<file path="src/svc_pkg.sv">
// ----------------------------------------------------------------------------
// svc_pkg: save header CRC validator shared definitions
// Widths, header layout, CRC constants and register indexes.
// ----------------------------------------------------------------------------
package svc_pkg;

    localparam int unsigned HEADER_BYTES = 64;

    localparam int unsigned CFG_INDEX_W = 2;
    localparam int unsigned CFG_DATA_W  = 32;

    localparam logic [CFG_INDEX_W-1:0] CFG_VERSION = 2'd0;
    localparam logic [CFG_INDEX_W-1:0] CFG_FLAG    = 2'd1;

    localparam logic [31:0] CRC_POLY   = 32'hEDB8_8320;
    localparam logic [31:0] CRC_PRESET = 32'hFFFF_FFFF;

    // magic bytes, byte 0 in the low lane
    localparam logic [63:0] MAGIC = 64'h3156_5331_4D44_5346;

    localparam logic [31:0] VERSION_OFS = 32'd8;
    localparam logic [31:0] SIZE_OFS    = 32'd12;
    localparam logic [31:0] CHECK_OFS   = 32'd16;
    localparam logic [31:0] CHECK_END   = 32'd20;
    localparam logic [31:0] FLAG_OFS    = 32'd39;
    localparam logic [31:0] BODY_OFS    = 32'(HEADER_BYTES);

    localparam logic [31:0] COUNT_MAX = 32'hFFFF_FFFF;

    typedef logic [7:0]  byte_t;
    typedef logic [31:0] word_t;

endpackage

</file>
<file path="src/svc_ifs.sv">
// ----------------------------------------------------------------------------
// svc_in_if / svc_out_if: validator stream channels
// Valid/ready channels for the byte stream and the per-stream verdict.
// ----------------------------------------------------------------------------
interface svc_in_if;
    logic          valid;
    logic          ready;
    svc_pkg::byte_t data_byte;
    logic          last_byte;

    modport source (output valid, output data_byte, output last_byte, input ready);
    modport sink   (input valid, input data_byte, input last_byte, output ready);
endinterface

interface svc_out_if;
    logic          valid;
    logic          ready;
    logic          accepted;
    svc_pkg::word_t stream_len;
    svc_pkg::word_t stream_crc;

    modport source (output valid, output accepted, output stream_len,
                    output stream_crc, input ready);
    modport sink   (input valid, input accepted, input stream_len,
                    input stream_crc, output ready);
endinterface

</file>
<file path="src/svc_crc_byte.sv">
// ----------------------------------------------------------------------------
// svc_crc_byte: reflected CRC-32 byte update
// Advances a CRC register by one byte, least significant bit first.
// ----------------------------------------------------------------------------
module svc_crc_byte (
    input  svc_pkg::word_t crc_in,
    input  svc_pkg::byte_t data,
    output svc_pkg::word_t crc_out
);

    always_comb
    begin
        svc_pkg::word_t acc;
        acc = crc_in ^ {24'd0, data};
        for (int k = 0; k < 8; k++)
        begin
            acc = acc[0] ? ((acc >> 1) ^ svc_pkg::CRC_POLY) : (acc >> 1);
        end
        crc_out = acc;
    end

endmodule

</file>
<file path="src/save_header_crc_validator.sv">
// ----------------------------------------------------------------------------
// save_header_crc_validator: save stream header and CRC check
// Checks magic, version, size, flag and body CRC of a byte stream and
// reports a verdict, the byte count and the whole-stream CRC.
//
//   channel   dir   handshake     word
//   stream    in    valid/ready   data_byte, last_byte
//   verdict   out   valid/ready   accepted, stream_len, stream_crc
//   config    in    cfg_we        cfg_index, cfg_data
//
// One byte per cycle while the stream is ready; both CRC byte updates and
// field capture finish in the cycle a byte is taken. The verdict appears
// in the output register in the cycle after the last byte is taken. Stream
// is ready while that register is empty or being drained. Reset clears
// stream state and sets both config registers to 1.
// ----------------------------------------------------------------------------
module save_header_crc_validator (
    input  logic                                 clk,
    input  logic                                 rst_n,
    input  logic                                 cfg_we,
    input  logic [svc_pkg::CFG_INDEX_W-1:0]      cfg_index,
    input  logic [svc_pkg::CFG_DATA_W-1:0]       cfg_data,
    svc_in_if.sink                               stream,
    svc_out_if.source                            verdict
);

    svc_pkg::word_t version_cfg_reg;
    svc_pkg::byte_t flag_cfg_reg;

    svc_pkg::word_t position_reg, position_next;
    logic           magic_reg, magic_next;
    svc_pkg::word_t version_reg, version_next;
    svc_pkg::word_t size_reg, size_next;
    svc_pkg::word_t check_reg, check_next;
    logic           flag_reg, flag_next;
    svc_pkg::word_t body_crc_reg, body_crc_next;
    svc_pkg::word_t whole_crc_reg, whole_crc_next;
    logic           ovf_reg, ovf_next;

    logic           out_valid_reg;
    logic           out_accepted_reg;
    svc_pkg::word_t out_count_reg;
    svc_pkg::word_t out_crc_reg;

    svc_pkg::word_t body_crc_upd;
    logic           take;
    logic           saturated;
    logic           ok;

    svc_crc_byte u_whole_crc (
        .crc_in  (whole_crc_reg),
        .data    (stream.data_byte),
        .crc_out (whole_crc_next)
    );

    svc_crc_byte u_body_crc (
        .crc_in  (body_crc_reg),
        .data    (stream.data_byte),
        .crc_out (body_crc_upd)
    );

    assign stream.ready = !out_valid_reg || verdict.ready;
    assign take         = stream.valid && stream.ready;
    assign saturated    = (position_reg == svc_pkg::COUNT_MAX);

    always_comb
    begin
        position_next = position_reg;
        magic_next    = magic_reg;
        version_next  = version_reg;
        size_next     = size_reg;
        check_next    = check_reg;
        flag_next     = flag_reg;
        ovf_next      = ovf_reg || saturated;
        body_crc_next = (position_reg >= svc_pkg::BODY_OFS) ? body_crc_upd : body_crc_reg;
        if (!saturated)
        begin
            position_next = position_reg + 32'd1;
            if (position_reg < svc_pkg::VERSION_OFS)
            begin
                if (stream.data_byte != svc_pkg::MAGIC[{position_reg[2:0], 3'b000} +: 8])
                begin
                    magic_next = 1'b0;
                end
            end
            else if (position_reg < svc_pkg::SIZE_OFS)
            begin
                version_next[{position_reg[1:0], 3'b000} +: 8] = stream.data_byte;
            end
            else if (position_reg < svc_pkg::CHECK_OFS)
            begin
                size_next[{position_reg[1:0], 3'b000} +: 8] = stream.data_byte;
            end
            else if (position_reg < svc_pkg::CHECK_END)
            begin
                check_next[{position_reg[1:0], 3'b000} +: 8] = stream.data_byte;
            end
            else if (position_reg == svc_pkg::FLAG_OFS)
            begin
                flag_next = (stream.data_byte == flag_cfg_reg);
            end
        end
    end

    assign ok = !ovf_next
        && (position_next >= svc_pkg::BODY_OFS)
        && magic_next
        && (version_next == version_cfg_reg)
        && (size_next == position_next)
        && flag_next
        && ((body_crc_next ^ svc_pkg::CRC_PRESET) == check_next);

    always_ff @(posedge clk or negedge rst_n)
    begin
        if (!rst_n)
        begin
            version_cfg_reg <= 32'd1;
            flag_cfg_reg    <= 8'd1;
        end
        else if (cfg_we)
        begin
            unique case (cfg_index)
                svc_pkg::CFG_VERSION: version_cfg_reg <= cfg_data;
                svc_pkg::CFG_FLAG:    flag_cfg_reg    <= cfg_data[7:0];
                default:              ;
            endcase
        end
    end

    always_ff @(posedge clk or negedge rst_n)
    begin
        if (!rst_n)
        begin
            position_reg  <= '0;
            magic_reg     <= 1'b1;
            version_reg   <= '0;
            size_reg      <= '0;
            check_reg     <= '0;
            flag_reg      <= 1'b0;
            body_crc_reg  <= svc_pkg::CRC_PRESET;
            whole_crc_reg <= svc_pkg::CRC_PRESET;
            ovf_reg       <= 1'b0;
        end
        else if (take)
        begin
            if (stream.last_byte)
            begin
                position_reg  <= '0;
                magic_reg     <= 1'b1;
                version_reg   <= '0;
                size_reg      <= '0;
                check_reg     <= '0;
                flag_reg      <= 1'b0;
                body_crc_reg  <= svc_pkg::CRC_PRESET;
                whole_crc_reg <= svc_pkg::CRC_PRESET;
                ovf_reg       <= 1'b0;
            end
            else
            begin
                position_reg  <= position_next;
                magic_reg     <= magic_next;
                version_reg   <= version_next;
                size_reg      <= size_next;
                check_reg     <= check_next;
                flag_reg      <= flag_next;
                body_crc_reg  <= body_crc_next;
                whole_crc_reg <= whole_crc_next;
                ovf_reg       <= ovf_next;
            end
        end
    end

    always_ff @(posedge clk or negedge rst_n)
    begin
        if (!rst_n)
        begin
            out_valid_reg <= 1'b0;
        end
        else if (take && stream.last_byte)
        begin
            out_valid_reg <= 1'b1;
        end
        else if (verdict.ready)
        begin
            out_valid_reg <= 1'b0;
        end
    end

    always_ff @(posedge clk)
    begin
        if (take && stream.last_byte)
        begin
            out_accepted_reg <= ok;
            out_count_reg    <= position_next;
            out_crc_reg      <= whole_crc_next ^ svc_pkg::CRC_PRESET;
        end
    end

    assign verdict.valid      = out_valid_reg;
    assign verdict.accepted   = out_accepted_reg;
    assign verdict.stream_len = out_count_reg;
    assign verdict.stream_crc = out_crc_reg;

    a_last_gives_verdict: assert property (@(posedge clk) disable iff (!rst_n)
        (take && stream.last_byte) |=> verdict.valid)
        else $error("last byte taken without a verdict");

    a_last_clears_stream: assert property (@(posedge clk) disable iff (!rst_n)
        (take && stream.last_byte) |=> (position_reg == '0 && magic_reg && !ovf_reg))
        else $error("stream state not cleared after last byte");

    a_accept_needs_header: assert property (@(posedge clk) disable iff (!rst_n)
        (verdict.valid && verdict.accepted) |->
        (verdict.stream_len >= svc_pkg::BODY_OFS))
        else $error("accepted stream shorter than header");

endmodule
</file>
<file path="src/flat_wrapper.sv">
// flat-port wrapper written by rule: the top's interface ports become plain ports
module save_header_crc_validator_flat 
  (clk, rst_n, cfg_we, cfg_index, cfg_data, stream_valid, stream_data_byte, stream_last_byte, stream_ready, verdict_valid, verdict_accepted, verdict_stream_len, verdict_stream_crc, verdict_ready);
  svc_in_if stream_i ();
  svc_out_if verdict_i ();
  input  logic clk;
  input  logic rst_n;
  input  logic cfg_we;
  input  logic [svc_pkg::CFG_INDEX_W-1:0] cfg_index;
  input  logic [svc_pkg::CFG_DATA_W-1:0] cfg_data;
  input wire logic [$bits(stream_i.valid)-1:0] stream_valid;
  input wire logic [$bits(stream_i.data_byte)-1:0] stream_data_byte;
  input wire logic [$bits(stream_i.last_byte)-1:0] stream_last_byte;
  output wire logic [$bits(stream_i.ready)-1:0] stream_ready;
  output wire logic [$bits(verdict_i.valid)-1:0] verdict_valid;
  output wire logic [$bits(verdict_i.accepted)-1:0] verdict_accepted;
  output wire logic [$bits(verdict_i.stream_len)-1:0] verdict_stream_len;
  output wire logic [$bits(verdict_i.stream_crc)-1:0] verdict_stream_crc;
  input wire logic [$bits(verdict_i.ready)-1:0] verdict_ready;
  assign stream_i.valid = stream_valid;
  assign stream_i.data_byte = stream_data_byte;
  assign stream_i.last_byte = stream_last_byte;
  assign stream_ready = stream_i.ready;
  assign verdict_valid = verdict_i.valid;
  assign verdict_accepted = verdict_i.accepted;
  assign verdict_stream_len = verdict_i.stream_len;
  assign verdict_stream_crc = verdict_i.stream_crc;
  assign verdict_i.ready = verdict_ready;
  save_header_crc_validator u_core (.clk(clk), .rst_n(rst_n), .cfg_we(cfg_we), .cfg_index(cfg_index), .cfg_data(cfg_data), .stream(stream_i), .verdict(verdict_i));
endmodule
</file>
<file path="config.mk">
export PLATFORM = sky130hd
export DESIGN_NAME = save_header_crc_validator_flat
export DESIGN_NICKNAME = d
export VERILOG_FILES = /design/src/svc_pkg.sv /design/src/svc_ifs.sv /design/src/svc_crc_byte.sv /design/src/save_header_crc_validator.sv /design/src/flat_wrapper.sv
export SDC_FILE = /design/constraint.sdc
export NUM_CORES = 1
export LEC_CHECK = 0
export BUFFER_PORTS_ARGS = -buffer_cell sky130_fd_sc_hd__buf_4
export CORE_ASPECT_RATIO = 0.7
export CORE_MARGIN = 3
export CORE_UTILIZATION = 50
export CTS_CLUSTER_SIZE = 28
export DETAILED_ROUTE_END_ITERATION = 8
export PLACE_DENSITY_LB_ADDON = 0.12
export SLEW_MARGIN = 30
export SYNTH_ARGS = -nofsm -noshare
export SYNTH_HDL_FRONTEND = slang
export SYNTH_SLANG_ARGS = --single-unit
export TNS_END_PERCENT = 50
</file>
<file path="constraint.sdc">
create_clock -name clk -period 11.4 [get_ports clk]
set_input_delay 0.57 -clock clk [delete_from_list [all_inputs] [get_ports clk]]
set_output_delay 0.57 -clock clk [all_outputs]
set_load 0.01 [all_outputs]
</file>
==> results of run 1 <==
metal layers:
metal | GRT usage (%) | routed length [um]
met5 | 0 | 13
met4 | 7.51 | 1520
met3 | 9.56 | 6740
met2 | 40.7 | 22500
met1 | 46.9 | 25900
kinds of logic after synthesis:
kind of cell	after synthesis	synth area share (%)
muxes	96	5.85
AOI/OAI and AO/OA	444	15.3
DFF	301	46.1
buffers and inverters	149	3.35
and+or+nand+nor	521	14.8
adders and majority gates	9	0.653
xor gates and xnor gates	263	13.9
final timing paths:
check                      slack [ns]                         to  cells after the start
setup reg to reg                 6.40    u_core.verdict.accepted                      9
setup / recovery                 6.40    u_core.verdict.accepted                      9
max in group asynchronous        9.88     u_core.version_reg[17]                      2
min in group clk                 0.19  u_core.version_cfg_reg[9]                      3
hold reg to reg                  0.47       u_core.check_reg[25]                      2
hold / removal                   0.08    u_core.position_reg[21]                      1
final cells by class:
cell class / count / area [um2]
clock buffer: 40 / 870
clock inverter: 16 / 104
tap: 464 / 581
fill: 2936 / 14200
timing repair buffer: 143 / 1080
sequential: 301 / 7940
multi-input combinational: 1333 / 8760
inverter: 33 / 124
metrics by stage:
step                cell area (um2)  instances  hold slack (ns)
floorplan                     17200       1783            0.274
global placement              18500       2274            0.456
detailed placement            18500       2274            0.465
CTS                           19400       2330           0.0937
global route                  19500       2330            0.111
finish                        19500       2330           0.0815
synth_stat cells (all sizes together), types with 17 or more instances:
cell type,count
nor2b,17
nor4,24
nand4,31
clkbuf,96
edfxtp,65
a21boi,21
nor2,105
xnor2,180
nand2,196
xor2,79
nor3,22
a22oi,53
mux2,38
and2,45
o21ai,156
mux2i,58
o22ai,20
dfrtp,169
a21oi,133
nand3,30
buf,20
inv,32
dfstp,67
worst max-delay path: stages (launching register included):
cell	delay [ns]
sky130_fd_sc_hd__dfrtp_1	0.46
sky130_fd_sc_hd__nor4_1	0.44
sky130_fd_sc_hd__and4_1	0.67
sky130_fd_sc_hd__nand4_1	0.81
sky130_fd_sc_hd__o21ai_0	0.49
sky130_fd_sc_hd__xor2_1	0.21
sky130_fd_sc_hd__nor4_1	0.65
sky130_fd_sc_hd__nand3_1	0.13
sky130_fd_sc_hd__or4_1	0.56
sky130_fd_sc_hd__a2111oi_2	0.36
power by group:
group | internal, mW | total [mW] | switching (mW)
Clock | 0.538 | 0.996 | 0.458
Combinational | 0.620 | 1.49 | 0.867
Sequential | 1.43 | 1.59 | 0.161
==> results by group, run 1 <==
Run status
  • Run status: finished clean

Global route
  • GR Overflow Total: 0
  • Vias in the first global route: around 13k
  • Antenna violations before repair: 2
  • Wire length of the first global-routing pass: 85100 um
  • Maximum number of pins on one net before global-route repair: 103
  • Total global routing track utilization: 30.3%

Setup path
  • Crit. Startpoint: u_core.position_reg[16]
  • Kind of critical path: reg -> reg
  • Worst endpoint data arrival time: about 5.4 ns
  • Highest fanout seen on the critical path: 17
  • Startpoint of the worst register-to-register path: u_core.position_reg[16]
  • Kind of capture point of the worst setup path: flip-flop
  • CP Data Required Time: 11.78 ns
  • Startpoint type of the worst setup path: flip-flop

Synthesis
  • Synthesis warning total: 0
  • Mapped cell area: 17200 um2
  • Largest area contributor in the netlist: sky130_fd_sc_hd__dfrtp_1
  • Count of flip-flops with a built-in enable after synthesis: between 60 and 70
  • Async set or reset register ratio after synthesis: 78.4%
  • Sequential area share after synthesis: 46.1%
  • Net count after synthesis: 1840
  • Register bit total from synthesis: 301
  • Syn Area/Cell: a little under 10 um2
  • Leading cell types by total area after synthesis: sky130_fd_sc_hd__dfrtp_1 25%, sky130_fd_sc_hd__edfxtp_1 11%, sky130_fd_sc_hd__dfstp_2 10%
  • Count of cell types in the netlist: 72
  • Number of instances in the synthesized netlist: 1783
  • Leading register cell type out of synthesis: sky130_fd_sc_hd__dfrtp_1
  • Fraction of post-synthesis cell area in the top cell type by area: 24.5%

STA
  • Final setup TNS: 0 ns
  • Setup repair after global routing missed its margin: false
  • Worst clock skew: 0.0185 ns
  • Post-route minimum period: 5.00 ns
  • Period utilization: 43.8%
  • Hold Fails Final Rpt: 0
  • Relative slew margins: between 20% and 30%
  • Worst-margin pin slew: 1.10 ns
  • Count of final max-slew check failures: 0
  • Total setup violations reported at the end of the flow: 0
  • Worst Slack Setup Final: 6.40 ns
  • F_max: approximately 200 MHz

Die
  • Initial cell density of the core: 51.1%
  • Height of the chip: 161 um
  • Count of pins on the block boundary: 115
  • Standard-cell row count: 56
  • Area of the die: 36800 um2
  • Standard cell core area: 33700 um2
  • Die X-Extent: 228 um

Routing
  • Wirelength per Cell: roughly 24 um
  • Final routed wirelength across all metal layers: 56700 um
  • Number of nets with antenna violations after routing: 0
  • Via count of the routed design: roughly 14k
  • Per-cell via count in the routed design: 6.09
  • Iteration-0 DRC Markers: about 1.9k
  • Drt drc: 0
  • First drt pass iteration count: 6

Flow run
  • Max-Cap Viols: 0

Power
  • Peak VDD IR: 0.146 mV
  • Leak Pwr: 7.82 nW
  • Pwr Total: 4.07 mW
  • Power density of the placed cells: 209 nW/um2

Clock tree
  • Count of hold buffers inserted by post-cts repair: 0
  • Cells resized by post-CTS repair: 0
  • Bufs on Longest Clock Path: 3
  • Clock Sinks: 301
  • Clock slew at the register clock pins of the worst setup and hold paths: 0.06 ns
  • TritonCTS clock tree: yes
  • Post-CTS Setup Inserts: 0
  • H-tree depth: 1
  • Clock Latency Late Sink: a little under 0.6 ns
  • Buffer type at the clock tree root: sky130_fd_sc_hd__clkbuf_16
  • CTS Buf Count: 31

Worst hold path
  • Min-delay worst type: in -> async

Cells and area
  • Antenna diode count: 0
  • Final #Nets: 1900
  • Commonest non-fill, non-tap cell in the layout: sky130_fd_sc_hd__nand2_1
  • Layout cells sized above 1: 17.6%
  • Area growth, synth to finish: 12.9%
  • Post-layout util: between 50% and 60%
  • Commonest non-fill, non-tap cells in the layout: 194 x sky130_fd_sc_hd__nand2_1, 176 x sky130_fd_sc_hd__xnor2_1, 169 x sky130_fd_sc_hd__dfrtp_1, 152 x sky130_fd_sc_hd__o21ai_0, 141 x sky130_fd_sc_hd__buf_4

Placed design
  • Dpl hpwl: 40600 um
  • Global placement routability congestion: ~1
  • Worst-case setup slack after placement: 6.60 ns
  • Number of buffers inserted by port buffering: 114
(Power assumes the default switching activity.)
==> inputs of run 2 (changes only) <==
- clock period: 11.4 -> 4.2 ns (I/O delays scaled with it)
==> results by group, run 2 (same netlist as run 1, synthesis figures left out) <==
Clock tree
  • Clock slew at the register clock pins of the worst setup and hold paths: 0.07 ns
  • Post-CTS Setup Inserts: 0
  • CTS Buf Count: 30
  • Clock Sinks: 301
  • Clock Latency Late Sink: 0.58 ns
  • Bufs on Longest Clock Path: 3
  • TritonCTS clock tree: yes
  • H-tree depth: 1
  • Buffer type at the clock tree root: sky130_fd_sc_hd__clkbuf_16

Setup path
  • Length in cells of the worst reg-to-reg path: 12
  • Startpoint type of the worst setup path: flip-flop
  • Highest fanout seen on the critical path: 27
  • CP Data Required Time: 4.57 ns
  • Kind of critical path: reg -> reg
  • Cell at the slowest stage of the critical path: sky130_fd_sc_hd__or4_4
  • Slowest cell delay on critical path: 0.59 ns
  • Worst endpoint data arrival time: 4.41 ns
  • Kind of capture point of the worst setup path: flip-flop
  • Cells traversed along the worst timing path: or4_4 > nor4_2 > buf_4 > nand2_2 > buf_4 > mux2i_1 > xnor2_1 > nor4_1 > nand3_1 > nor4_1 > nand3_1 > a2111oi_2

Power
  • Peak VDD IR: between 0.3 and 0.4 mV
  • Part of the total power dissipated in sequential elements: 38.0%
  • Power density of the placed cells: 554 nW/um2
  • Switching power total: 4.09 mW
  • Clock power frac: 24.5%
  • Power share of the combinational group: 37.5%
  • Switching Fraction: 35.9%
  • Internal power summed over all cells: about 7.3 mW
  • Leak Pwr: between 8 and 9 nW

STA
  • Post-route minimum period: roughly 4 ns
  • Worst-margin pin slew: 0.996 ns
  • Worst clock skew: roughly 0.014 ns
  • Setup repair after global routing missed its margin: false
  • Relative slew margins: roughly a third
  • Worst Slack Setup Final: 0.169 ns
  • F_max: 248 MHz
  • Hold Fails Final Rpt: 0
  • Period utilization: 96.0%
  • Total setup violations reported at the end of the flow: 0
  • Count of final max-slew check failures: 0

Die
  • Height of the chip: 161 um
  • Die X-Extent: between 200 and 250 um
  • Standard-cell row count: 56
  • Initial cell density of the core: about half
  • Count of pins on the block boundary: 115
  • Area of the die: around 37000 um2
  • Standard cell core area: 33700 um2

Flow run
  • Max-Cap Viols: 0

Cells and area
  • Fill cell instance count of the final layout: between 2k and 3k
  • Area growth, synth to finish: 19.5%
  • Commonest non-fill, non-tap cells in the layout: 228 x sky130_fd_sc_hd__buf_4, 194 x sky130_fd_sc_hd__nand2_1, 176 x sky130_fd_sc_hd__xnor2_1, 169 x sky130_fd_sc_hd__dfrtp_1, 152 x sky130_fd_sc_hd__o21ai_0
  • Multi-input gate area: roughly 8800 um2
  • Commonest non-fill, non-tap cell in the layout: sky130_fd_sc_hd__buf_4
  • Area of all placed cells without fillers: 20600 um2
  • Sequential cell area: 7940 um2
  • Antenna diode count: 0
  • Final #Nets: between 2k and 2.5k
  • Layout cells sized above 1: approximately a fifth

Routing
  • Per-cell via count in the routed design: 6.03
  • Final routed wirelength across all metal layers: 60300 um
  • Number of nets with antenna violations after routing: 0
  • Via count of the routed design: approximately 15k
  • Drt drc: 0
  • Wirelength per Cell: 24.6 um
  • First drt pass iteration count: 6
  • Iteration-0 DRC Markers: 1782

Global route
  • Total global routing track utilization: 32.4%
  • Vias in the first global route: between 10k and 15k
  • Maximum number of pins on one net before global-route repair: 102
  • Wire length of the first global-routing pass: between 90000 and 100000 um
  • Antenna violations before repair: 2
  • GR Overflow Total: 0

Placed design
  • Area post-placement: 19200 um2
  • Worst-case setup slack after placement: -0.0134 ns
  • Global placement routability congestion: 0.986
  • Dpl hpwl: 43900 um
  • Number of buffers inserted by port buffering: roughly 110

Run status
  • Run status: finished clean

Worst hold path
  • Number of stages on the worst hold path: 3
  • Min-delay worst type: in -> reg
## run 2: changes by cell type in the layout (fill, tap and decap cells not counted), sizes merged, moves of 3 or more
cell / delta
buf: +92
dlygate4sd3: +33
clkbuf: +8
clkinv: -6
clkinvlp: -4
bufinv: +3
## run 2: layout make-up
| cell class | count | share of cell area, % |
|---|---|---|
| timing repair buffer | 268 | 10.6 |
| multi-input combinational | 1333 | 42.6 |
| clock inverter | 8 | 0.602 |
| tap | 464 | 2.82 |
| clock buffer | 48 | 4.27 |
| sequential | 301 | 38.6 |
| inverter | 33 | 0.602 |
## run 2: final timing paths
check	startpoint	to	slack [ns]
worst min-delay path	stream_last_byte	u_core.body_crc_reg[30]	0.03
min in group asynchronous	rst_n	u_core.position_reg[10]	0.29
worst max-delay path	u_core.position_reg[28]	u_core.verdict.accepted	0.17
worst min register to register	u_core.check_reg[14]	u_core.check_reg[14]	0.48
max in group asynchronous	rst_n	u_core.version_cfg_reg[10]	2.85
worst max register to register	u_core.position_reg[28]	u_core.verdict.accepted	0.17
## run 2: through the flow
stage / setup TNS, ns / utilization [%] / power [mW] / hold slack [ns] / std cells
after global routing: 0 / 61.1 / 12.0 / 0.0500 / 2455
after floorplan: 0 / - / 6.98 / -0.0856 / 1783
after detailed placement: -0.0134 / 57.1 / 8.51 / 0.338 / 2366
after CTS: 0 / 61.0 / 11.3 / 0.0109 / 2455
final: 0 / 61.1 / 11.4 / 0.0255 / 2455
after global placement: 0 / 57.1 / 8.48 / 0.333 / 2366
## run 2: repair_timing
| item | 4_1_cts | 5_1_grt |
|---|---|---|
| hold buffers | 33 | 0 |
| resized for setup | 1 | 5 |
| endpoints found under the hold margin | 113 | 0 |
| pin swaps | 0 | 1 |
| endpoints found under the setup margin | 1 | 1 |
## run 2: worst max-delay path, delay by kind of cell, from the launching register on
family / cells / cell delay [ns]
simple gates: 7 / 1.89
mux: 1 / 0.56
buf+inv: 2 / 0.51
flops: 1 / 0.43
compound gates: 1 / 0.26
xor+xnor: 1 / 0.15
## run 2: metal layers
layer	share of wire (%)	GRT usage (%)	wire (um)	up-vias
met5	0.045	0	27	-
met4	2.7	7.91	1640	4
met3	13	12.7	7630	110
met2	40	44.5	24000	766
met1	45	47.6	27000	7263
li1	-	-	-	6651
## run 2: power groups by stage
stage	Sequential (mW)	Combinational (mW)	Clock, mW
6_report	4.34	4.28	2.79
5_1_grt	4.40	4.60	2.96
4_1_cts	4.32	4.19	2.83
3_5_place_dp	4.36	4.14	0
3_3_place_gp	4.35	4.13	0
2_1_floorplan	4.29	2.69	0
